$ cat src/design/hsse_pkg.sv
// shared types and constants for the hit squash scale envelope
package hsse_pkg;
  localparam int FRAC_BITS = 16;
  localparam logic [22:0] ELAPSED_MAX = 23'h7fffff;
  localparam logic [16:0] ALPHA_ONE = 17'd65536;

  localparam logic [1:0] CMD_TICK = 2'd0;
  localparam logic [1:0] CMD_HIT  = 2'd1;
  localparam logic [1:0] CMD_END  = 2'd2;

  localparam logic [2:0] REG_MULT_X   = 3'd0;
  localparam logic [2:0] REG_MULT_Y   = 3'd1;
  localparam logic [2:0] REG_MULT_Z   = 3'd2;
  localparam logic [2:0] REG_IN_T     = 3'd3;
  localparam logic [2:0] REG_HOLD_T   = 3'd4;
  localparam logic [2:0] REG_REC_T    = 3'd5;
  localparam logic [2:0] REG_COOL_T   = 3'd6;
  localparam logic [2:0] REG_MODE     = 3'd7;

  // phase chosen by the controller for a running tick
  localparam logic [1:0] PH_IN   = 2'd0;
  localparam logic [1:0] PH_HOLD = 2'd1;
  localparam logic [1:0] PH_REC  = 2'd2;
  localparam logic [1:0] PH_BASE = 2'd3;

  typedef struct packed {
    logic       load;      // capture the request
    logic       div_start; // start alpha division
    logic       ease_go;   // compute ease from alpha
    logic       comp_go;   // compute three components
    logic [1:0] phase;
  } hsse_cmd_t;

  typedef struct packed {
    logic div_done;
    logic ease_done;
    logic comp_done;
  } hsse_stat_t;
endpackage

$ cat src/design/hsse_ctrl.sv
// controller: envelope state, request sequencing and result register
module hsse_ctrl (
  input  logic               clk,
  input  logic               rst_n,
  input  logic               in_valid,
  output logic               in_ready,
  input  logic [1:0]         in_cmd,
  input  logic [19:0]        in_delta_us,
  input  logic               in_hit_ok,
  input  logic [20:0]        in_t_in,
  input  logic [20:0]        hold_t,
  input  logic [20:0]        rec_t,
  input  logic [22:0]        cool_t,
  input  logic [1:0]         mode,
  output logic               cap_base,
  output logic               out_valid,
  input  logic               out_ready,
  output logic               out_scale_write,
  output logic               out_busy_res,
  output logic               out_hit_taken,
  output logic               res_sel_base,
  output hsse_pkg::hsse_cmd_t  cmd_o,
  input  hsse_pkg::hsse_stat_t stat_i,
  output logic [22:0]        t_o,
  output logic [20:0]        len_o
);
  import hsse_pkg::*;

  localparam logic [2:0] S_IDLE = 3'd0;
  localparam logic [2:0] S_DIV  = 3'd1;
  localparam logic [2:0] S_EASE = 3'd2;
  localparam logic [2:0] S_COMP = 3'd3;
  localparam logic [2:0] S_OUT  = 3'd4;

  logic [2:0]  state_r, state_nxt;
  logic        running_r, running_nxt;
  logic [22:0] elapsed_r, elapsed_nxt;
  logic [22:0] cool_r, cool_nxt;
  logic        known_r, known_nxt;
  logic [1:0]  phase_r, phase_nxt;
  logic [22:0] t_r, t_nxt;
  logic [20:0] len_r, len_nxt;
  logic        wr_r, wr_nxt, busy_r, busy_nxt, taken_r, taken_nxt;
  logic        bsel_r, bsel_nxt;
  logic        acc;
  logic [22:0] total;
  logic [23:0] esum;
  logic [22:0] enew;
  logic [22:0] ih;

  assign acc = in_valid && in_ready;
  assign in_ready = (state_r == S_IDLE);
  assign total = 23'(in_t_in) + 23'(hold_t) + 23'(rec_t);
  assign ih = 23'(in_t_in) + 23'(hold_t);
  assign esum = 24'(elapsed_r) + 24'(in_delta_us);
  assign enew = esum[23] ? ELAPSED_MAX : esum[22:0];

  always_comb begin
    state_nxt = state_r;
    running_nxt = running_r;
    elapsed_nxt = elapsed_r;
    cool_nxt = cool_r;
    known_nxt = known_r;
    phase_nxt = phase_r;
    t_nxt = t_r;
    len_nxt = len_r;
    wr_nxt = wr_r;
    busy_nxt = busy_r;
    taken_nxt = taken_r;
    bsel_nxt = bsel_r;
    cap_base = 1'b0;
    cmd_o = '0;
    cmd_o.phase = phase_r;
    case (state_r)
      S_IDLE: begin
        if (acc) begin
          wr_nxt = 1'b0;
          taken_nxt = 1'b0;
          bsel_nxt = 1'b1;
          state_nxt = S_OUT;
          case (in_cmd)
            CMD_TICK: begin
              cool_nxt = (cool_r > 23'(in_delta_us)) ? cool_r - 23'(in_delta_us) : '0;
              if (running_r) begin
                wr_nxt = 1'b1;
                if (total == 23'd0) begin
                  running_nxt = 1'b0;
                end else begin
                  elapsed_nxt = enew;
                  if (in_t_in != 21'd0 && enew < 23'(in_t_in)) begin
                    phase_nxt = PH_IN;
                    t_nxt = enew;
                    len_nxt = in_t_in;
                    bsel_nxt = 1'b0;
                    state_nxt = S_DIV;
                  end else if (enew < ih) begin
                    phase_nxt = PH_HOLD;
                    bsel_nxt = 1'b0;
                    state_nxt = S_COMP;
                  end else if (enew >= total) begin
                    running_nxt = 1'b0;
                    elapsed_nxt = '0;
                  end else begin
                    phase_nxt = PH_REC;
                    t_nxt = enew - ih;
                    len_nxt = rec_t;
                    bsel_nxt = 1'b0;
                    state_nxt = S_DIV;
                  end
                end
              end
            end
            CMD_HIT: begin
              if (in_hit_ok && cool_r == 23'd0 && (!running_r || mode[0])) begin
                if (!running_r) begin
                  cap_base = 1'b1;
                  known_nxt = 1'b1;
                end
                running_nxt = 1'b1;
                elapsed_nxt = '0;
                cool_nxt = cool_t;
                taken_nxt = 1'b1;
              end
            end
            CMD_END: begin
              wr_nxt = mode[1] && known_r;
              running_nxt = 1'b0;
              elapsed_nxt = '0;
            end
            default: ;
          endcase
          busy_nxt = running_nxt;
          if (state_nxt == S_DIV) cmd_o.div_start = 1'b1;
          if (state_nxt == S_COMP) cmd_o.comp_go = 1'b1;
          cmd_o.phase = phase_nxt;
        end
      end
      S_DIV: if (stat_i.div_done) begin
        cmd_o.ease_go = 1'b1;
        state_nxt = S_EASE;
      end
      S_EASE: if (stat_i.ease_done) begin
        cmd_o.comp_go = 1'b1;
        state_nxt = S_COMP;
      end
      S_COMP: if (stat_i.comp_done) state_nxt = S_OUT;
      S_OUT: if (out_ready) state_nxt = S_IDLE;
      default: state_nxt = S_IDLE;
    endcase
  end

  always_ff @(posedge clk) begin
    if (!rst_n) begin
      state_r <= S_IDLE;
      running_r <= 1'b0;
      elapsed_r <= '0;
      cool_r <= '0;
      known_r <= 1'b0;
    end else begin
      state_r <= state_nxt;
      running_r <= running_nxt;
      elapsed_r <= elapsed_nxt;
      cool_r <= cool_nxt;
      known_r <= known_nxt;
    end
    phase_r <= phase_nxt;
    t_r <= t_nxt;
    len_r <= len_nxt;
    wr_r <= wr_nxt;
    busy_r <= busy_nxt;
    taken_r <= taken_nxt;
    bsel_r <= bsel_nxt;
  end

  assign out_valid = (state_r == S_OUT);
  assign out_scale_write = wr_r;
  assign out_busy_res = busy_r;
  assign out_hit_taken = taken_r;
  assign res_sel_base = bsel_r;
  // divider start samples the operands of the request being accepted
  assign t_o = t_nxt;
  assign len_o = len_nxt;

  a_ready_idle: assert property (@(posedge clk) disable iff (!rst_n)
    in_ready |-> !out_valid) else $error("ready while result pending");
  a_out_hold: assert property (@(posedge clk) disable iff (!rst_n)
    out_valid && !out_ready |=> out_valid && $stable(out_scale_write))
    else $error("result dropped");
  a_comp_state: assert property (@(posedge clk) disable iff (!rst_n)
    stat_i.comp_done |-> state_r == S_COMP)
    else $error("components finished outside compute");
  a_taken_busy: assert property (@(posedge clk) disable iff (!rst_n)
    out_valid && out_hit_taken |-> out_busy_res) else $error("hit without run");
endmodule
$ cat config.mk
export PLATFORM = sky130hd
export DESIGN_NAME = hsse_ctrl
export DESIGN_NICKNAME = d
export VERILOG_FILES = /design/src/design/hsse_pkg.sv /design/src/design/hsse_ctrl.sv
export SDC_FILE = /design/constraint.sdc
export NUM_CORES = 1
export LEC_CHECK = 0
export BUFFER_PORTS_ARGS = -buffer_cell sky130_fd_sc_hd__buf_2
export CAP_MARGIN = 20
export CORE_MARGIN = 8
export CORE_UTILIZATION = 55
export CTS_BUF_LIST = sky130_fd_sc_hd__clkbuf_4
export CTS_CLUSTER_SIZE = 16
export DETAILED_ROUTE_END_ITERATION = 8
export PLACE_DENSITY = 0.78
export SLEW_MARGIN = 10
export SYNTH_ARGS = -nofsm -noshare
export SYNTH_HDL_FRONTEND = slang
export SYNTH_SLANG_ARGS = --single-unit
$ cat constraint.sdc
create_clock -name clk -period 13.59 [get_ports clk]
set_input_delay 0 -clock clk [delete_from_list [all_inputs] [get_ports clk]]
set_output_delay 0 -clock clk [all_outputs]
set_load 0.005 [all_outputs]
Word-level counts from Yosys, hierarchy flattened:

Index checks and enable logic that the tools add are counted.

* bits in registers: 101
* input port bits: 118
* output and inout bits: 57
* logic and storage cells: 134

* $add $sub $neg: 5
* magnitude comparators: 4
* eq/ne operators: 16
* multiplexer cells: 75
* bitwise operators: 2
* reductions and logical operators: 20

Operator list (number)
* 23-bit two-way mux: 17
* 21-bit two-way mux: 8
* 23-bit one-hot mux with 3 select lines: 1
* 23-bit logical NOT: 2
* 23-bit one-hot mux with 2 select lines: 1
* 3-bit two-way mux: 14
* 23-bit by 20-bit adder with 24-bit output: 1
* 23-bit by 21-bit adder with 23-bit output: 1
* 23-bit >= comparator: 1
* 23-bit by 20-bit greater-than comparator with 1-bit output: 1
* 23-bit by 21-bit less-than comparator with 1-bit output: 1
* 23-bit by 22-bit less-than comparator with 1-bit output: 1
* 1-bit two-way mux: 23
* 23-bit by 20-bit subtractor with 23-bit output: 1
* 23-bit by 22-bit subtractor with 23-bit output: 1
* 21-bit by 21-bit adder with 22-bit output: 1
* 21-bit nonzero test: 1
* 3-bit one-hot mux with 5 select lines: 1
* 2-bit two-way mux: 7
* 2-bit inequality test, second input constant: 6
* 5-bit AND reduction: 2
* 3-bit by 2-bit == test with 1-bit output, second input constant: 3
* 3-bit by 1-bit == test with 1-bit output, second input constant: 2
* 6-bit AND reduction: 1
* 17 further kinds: 24

Depth between registers and ports, before layout:

* depth after elaboration: 15
* gate-level depth with buffers: 30
* gate-level depth less buffers: 28

Worst setup path before layout:

No wires, ideal clock.

* path type: input-to-reg
* start point: input in_t_in[0]
* end point: register len_r[10]
* setup time: 0.092 ns
* arrival time: 5.778 ns
* required time: 13.498 ns
* slack: 7.720 ns
* cell stages on the path: 27
* buffers on the path: 2
* cells stage by stage: ha_1 > fa_1 > a21o_1 > a21oi_1 > o21bai_1 > o31a_1 > a211o_1 > a21oi_1 > xnor2_1 > ha_1 > clkbuf_1 > a21o_1 > a31oi_1 > nand2_1 > o311ai_0 > ha_1 > nand4_1 > nor4_1 > o211a_1 > a211oi_1 > o211ai_1 > a21oi_1 > inv_1 > nor2_1 > clkbuf_1 > a22oi_1 > o2bb2ai_1

* longest elaborated chain between the ends: 11
* elaborated cells between the ends (all ways): 16
* classes of those cells: add/sub: 2; order compare: 3; mux: 8; reduce/logical: 3

RTL lines
* start: declaration: line hsse_ctrl.sv:10 `input logic [20:0] in_t_in,`
* 21-bit by 21-bit adder with 22-bit output: line hsse_ctrl.sv:53, hsse_ctrl.sv:54
* 23-bit by 21-bit adder with 23-bit output: line hsse_ctrl.sv:53 `assign total = 23'(in_t_in) + 23'(hold_t) + 23'(rec_t);`
* 23-bit >= comparator: line hsse_ctrl.sv:100 `end else if (enew >= total) begin`
* 21-bit two-way mux: line hsse_ctrl.sv:100
* 21-bit two-way mux: line hsse_ctrl.sv:96 `end else if (enew < ih) begin`
* 21-bit two-way mux: line hsse_ctrl.sv:90 `if (in_t_in != 21'd0 && enew < 23'(in_t_in)) begin`
* 21-bit two-way mux (*): line hsse_ctrl.sv:86 `if (total == 23'd0) begin`
* 21-bit two-way mux (*): line hsse_ctrl.sv:84 `if (running_r) begin`
* 21-bit two-way mux (*): line hsse_ctrl.sv:81 `case (in_cmd)`
* 21-bit two-way mux (*): line hsse_ctrl.sv:76 `if (acc) begin`
* 21-bit two-way mux (*): line hsse_ctrl.sv:74 `case (state_r)`
* net len_o[10]: line hsse_ctrl.sv:25 `output logic [20:0] len_o`
* end signal: assignment: line hsse_ctrl.sv:168 `len_r <= len_nxt;`
* end: declaration: line hsse_ctrl.sv:42 `logic [20:0] len_r, len_nxt;`

The timed path passes the listed nets; every way through them passes the cells marked *.
A chain may end at the register's enable or synchronous reset.

Worst setup path after layout:

* start point: register elapsed_r[1]
* end point: output len_o[3]

* longest elaborated chain between the ends: 11
* elaborated cells between the ends (all ways): 14
* classes of those cells: add/sub: 1; order compare: 3; mux: 9; reduce/logical: 1

RTL lines
* start: declaration: line hsse_ctrl.sv:37 `logic [22:0] elapsed_r, elapsed_nxt;`
* start signal: assignment: line hsse_ctrl.sv:162 `elapsed_r <= elapsed_nxt;`
* 23-bit by 20-bit adder with 24-bit output (*): line hsse_ctrl.sv:55 `assign esum = 24'(elapsed_r) + 24'(in_delta_us);`
* 23-bit two-way mux (*): line hsse_ctrl.sv:56 `assign enew = esum[23] ? ELAPSED_MAX : esum[22:0];`
* 23-bit >= comparator: line hsse_ctrl.sv:100
* 21-bit two-way mux: line hsse_ctrl.sv:100
* 21-bit two-way mux: line hsse_ctrl.sv:96
* 21-bit two-way mux (*): line hsse_ctrl.sv:90
* 21-bit two-way mux (*): line hsse_ctrl.sv:86
* 21-bit two-way mux (*): line hsse_ctrl.sv:84
* 21-bit two-way mux (*): line hsse_ctrl.sv:81
* 21-bit two-way mux (*): line hsse_ctrl.sv:76
* 21-bit two-way mux (*): line hsse_ctrl.sv:74
* end: declaration: line hsse_ctrl.sv:25

Mark *: on every way between the ends. The rest lies on a longest branch, timed or not.

==> flow_summary_export.csv <==
group,metric,value,unit
detailed_routing,ant_nets,0,
timing,hold_viol,0,
yosys,synth.net_count,1730,
timing,fin_crit,7.83,ns
die,io_pins,175,
finish,final_cell_mix,"173 x buf_2, 151 x ha_1, 144 x nand2_1",
clock_tree,post_cts_resized,0,
worst_setup_path,arrival,7.83,ns
placement,post-place-ws,6.55,ns
timing,setup-violations-final,0,
finish,nets,1931,
yosys,synth_area_leader_cell,"dfxtp_1",
global_route,grt-ovfl-total,0,
yosys,yosysWarnings,0,
worst_setup_path,critPathCaptureType,"output pin",
yosys,async_reset_ff_frac,0,
worst_setup_path,r2r_slack,6.30,ns
global_route,antenna_found_initial,1,
detailed_routing,wl,36000,um
timing,relSlewSlack,0.306,
yosys,ys_seq_elements,101,
global_route,grt_max_degree,54,
die,dieArea,0.0253,mm2
power,ir_drop,0.0621,mV
timing,finClkSkew,0.0118,ns
yosys,syn-cell-area,0.0113,mm2
placement,dp_hpwl,27900,um
yosys,syn_inst,1456,
detailed_routing,drtIter0Drc,851,
detailed_routing,vias_per_cell,6.15,
yosys,synth_top_area_frac,0.169,
worst_setup_path,required,13.59,ns
finish,drive_gt1_frac,0.138,
worst_setup_path,worst-path-max-fanout,36,
run_status,status,"finished, final reports clean",
worst_setup_path,cp-start-kind,"register",
die,die_h,159,um
clock_tree,cts_buffers,9,
power,p_leak,6.12,nW
yosys,yosys_most_used_dff,"dfxtp_1",
detailed_routing,num_vias,11900,
clock_tree,clkLatencyLatePin,0.51,ns
placement,gp_congestion,0.941,
clock_tree,cts.sinks,101,
die,coreArea,0.0202,mm2
timing,finalCritPeriodShare,0.576,
global_route,grt_usage,0.273,
timing,rsz0062_at_grt,"no",
die,rows,52,
clock_tree,h-tree-depth,3,
yosys,synth_edf_count,6,
finish,seq_area,0.00208,mm2
clock_tree,cts_tree,"done",
clock_tree,clk_pin_slew,0.18,ns
die,dieWidth,159,um
yosys,syn_area_per_cell,7.74,um2
worst_setup_path,path_class,"reg2out",
timing,tns,0,ns
die,initial_core_util,0.559,
finish,multi_input_area,0.00850,mm2
detailed_routing,drt_drc_violations_left,0,
finish,final_common_cell,"buf_2",
flow_run,max_cap_viol_count,0,
timing,worstMarginPinSlew,1.01,ns
placement,portBuffers,173,
clock_tree,cts_max_path_buffers,2,
global_route,grt_pass1_wl,58000,um
power,p_per_area,105,mW/mm2
clock_tree,cts_root_buf,"clkbuf_4",
detailed_routing,drt-wirelength-per-cell,18.6,um
global_route,grt_pass1_vias,11900,
yosys,synthTopCellsByArea,"dfxtp_1 17%, ha_1 17%, a21oi_1 5.6%",
timing,max_freq,0.128,GHz
finish,fillers,1839,
yosys,synth_cell_type_count,89,
yosys,synth-seq-area-share,0.185,
power,power,1.38,mW
finish,syn_to_final_growth,16.4,%
detailed_routing,first_pass_iters,5,
timing,slew_viol_final,0,
hold_path,hold_class,"in2reg",
timing,layout_setup_ws,5.76,ns
-- synth_stat cells (7+ instances only) --
cell type and n:
nor2b_1 14, ha_1 151, o21bai_1 12, a2111oi_0 8
o2bb2ai_1 27, and2_1 10, a2bb2oi_1 8, inv_1 113
buf_2 13, and3_1 7, o21ai_0 91, xnor2_1 47
o211ai_1 14, nor4_1 15, a211oi_1 19, xor2_1 34
or3_1 7, clkbuf_1 43, o22a_1 14, nand2b_1 15
a21oi_1 127, a31oi_1 17, mux2i_1 26, dfxtp_1 95
nand2_1 144, o21a_1 18, nand3_1 30, nor2_1 72
nor3_1 22, nand4_1 19, a22oi_1 43, a21o_1 43
-- cell families after synthesis --
logic type	share of synthesized area
AOI/OAI and AO/OA	0.320
and+or+nand+nor	0.169
buffers and inverters	0.0617
adders and majority gates	0.177
DFF	0.185
xor gates and xnor gates	0.0629
muxes	0.0251
other	0.000333
-- timing repair --
item,CTS,global route
setup endpoints to repair,0,0
hold endpoints to repair,47,0
setup buffers,0,0
hold buffers,70,0
-- state kept, by name, summed over array words and instances (netlist names) --
register and cells:
cool_r 23, elapsed_r 23, t_r 23, len_r 21, state_r 3, phase_r 2
known_r 1, out_busy_res 1, out_hit_taken 1, out_scale_write 1, res_sel_base 1, running_r 1
-- power breakdown --
| group | internal, mW | switching (mW) | total [mW] |
|---|---|---|---|
| Sequential | 0.330 | 0.0129 | 0.343 |
| Combinational | 0.359 | 0.494 | 0.853 |
| Clock | 0.0614 | 0.120 | 0.181 |
-- layer usage --
| metal | routed length [um] | global-route usage |
|---|---|---|
| met3 | 2050 | 0.0465 |
| met1 | 14900 | 0.307 |
| met2 | 17400 | 0.489 |
| met5 | 0 | 0 |
| met4 | 1660 | 0.142 |
-- worst max-delay path, stage by stage (launching register included) --
cell and delay [ns]:
dfxtp_1 0.36, ha_1 0.31, a211oi_2 0.23, o211ai_1 0.24
a311oi_1 0.48, o21ai_0 0.25, a31oi_1 0.37, o21a_1 0.76
nand3_1 0.52, ha_1 0.46, a21oi_1 0.15, nor2b_1 0.06
o21ai_0 0.30, o41ai_1 0.14, or4_1 0.50, a211oi_1 0.32
o211a_1 0.48, nor2_2 0.05, buf_4 0.29, a22oi_1 0.21
dlygate4sd3_1 0.57, o2bb2ai_1 0.09, buf_2 0.16
-- final cells by class --
type | count | share of cell area
Timing Repair Buffer | 251 | 0.124
Antenna cell | 1 | 0.000191
Inverter | 114 | 0.0326
Tap cell | 270 | 0.0257
Multi-Input combinational cell | 1180 | 0.648
Sequential cell | 101 | 0.159
Clock buffer | 11 | 0.00629
Clock inverter | 5 | 0.00467
-- final timing paths --
| check | end | startpoint | depth (start not counted) |
|---|---|---|---|
| setup reg to reg | len_r[3]$_DFF_P_ | elapsed_r[1]$_SDFFE_PN0P_ | 21 |
| setup / recovery | len_o[3] | elapsed_r[1]$_SDFFE_PN0P_ | 22 |
| hold reg to reg | elapsed_r[15]$_SDFFE_PN0P_ | elapsed_r[15]$_SDFFE_PN0P_ | 2 |
| hold / removal | cool_r[0]$_SDFFE_PN0P_ | in_delta_us[0] | 5 |
-- through the flow --
stage | instance area [um2] | cells | hold slack (ns) | utilization
after detailed placement | 12300 | 1846 | 0.260 | 0.608
after global routing | 13100 | 1933 | 0.0205 | 0.650
after CTS | 13100 | 1932 | 0.00219 | 0.650
after floorplan | 11300 | 1456 | 0.128 | -
after global placement | 12300 | 1846 | 0.255 | 0.608
final | 13100 | 1933 | 0.0320 | 0.650
Power figures use the tool's default switching activity.
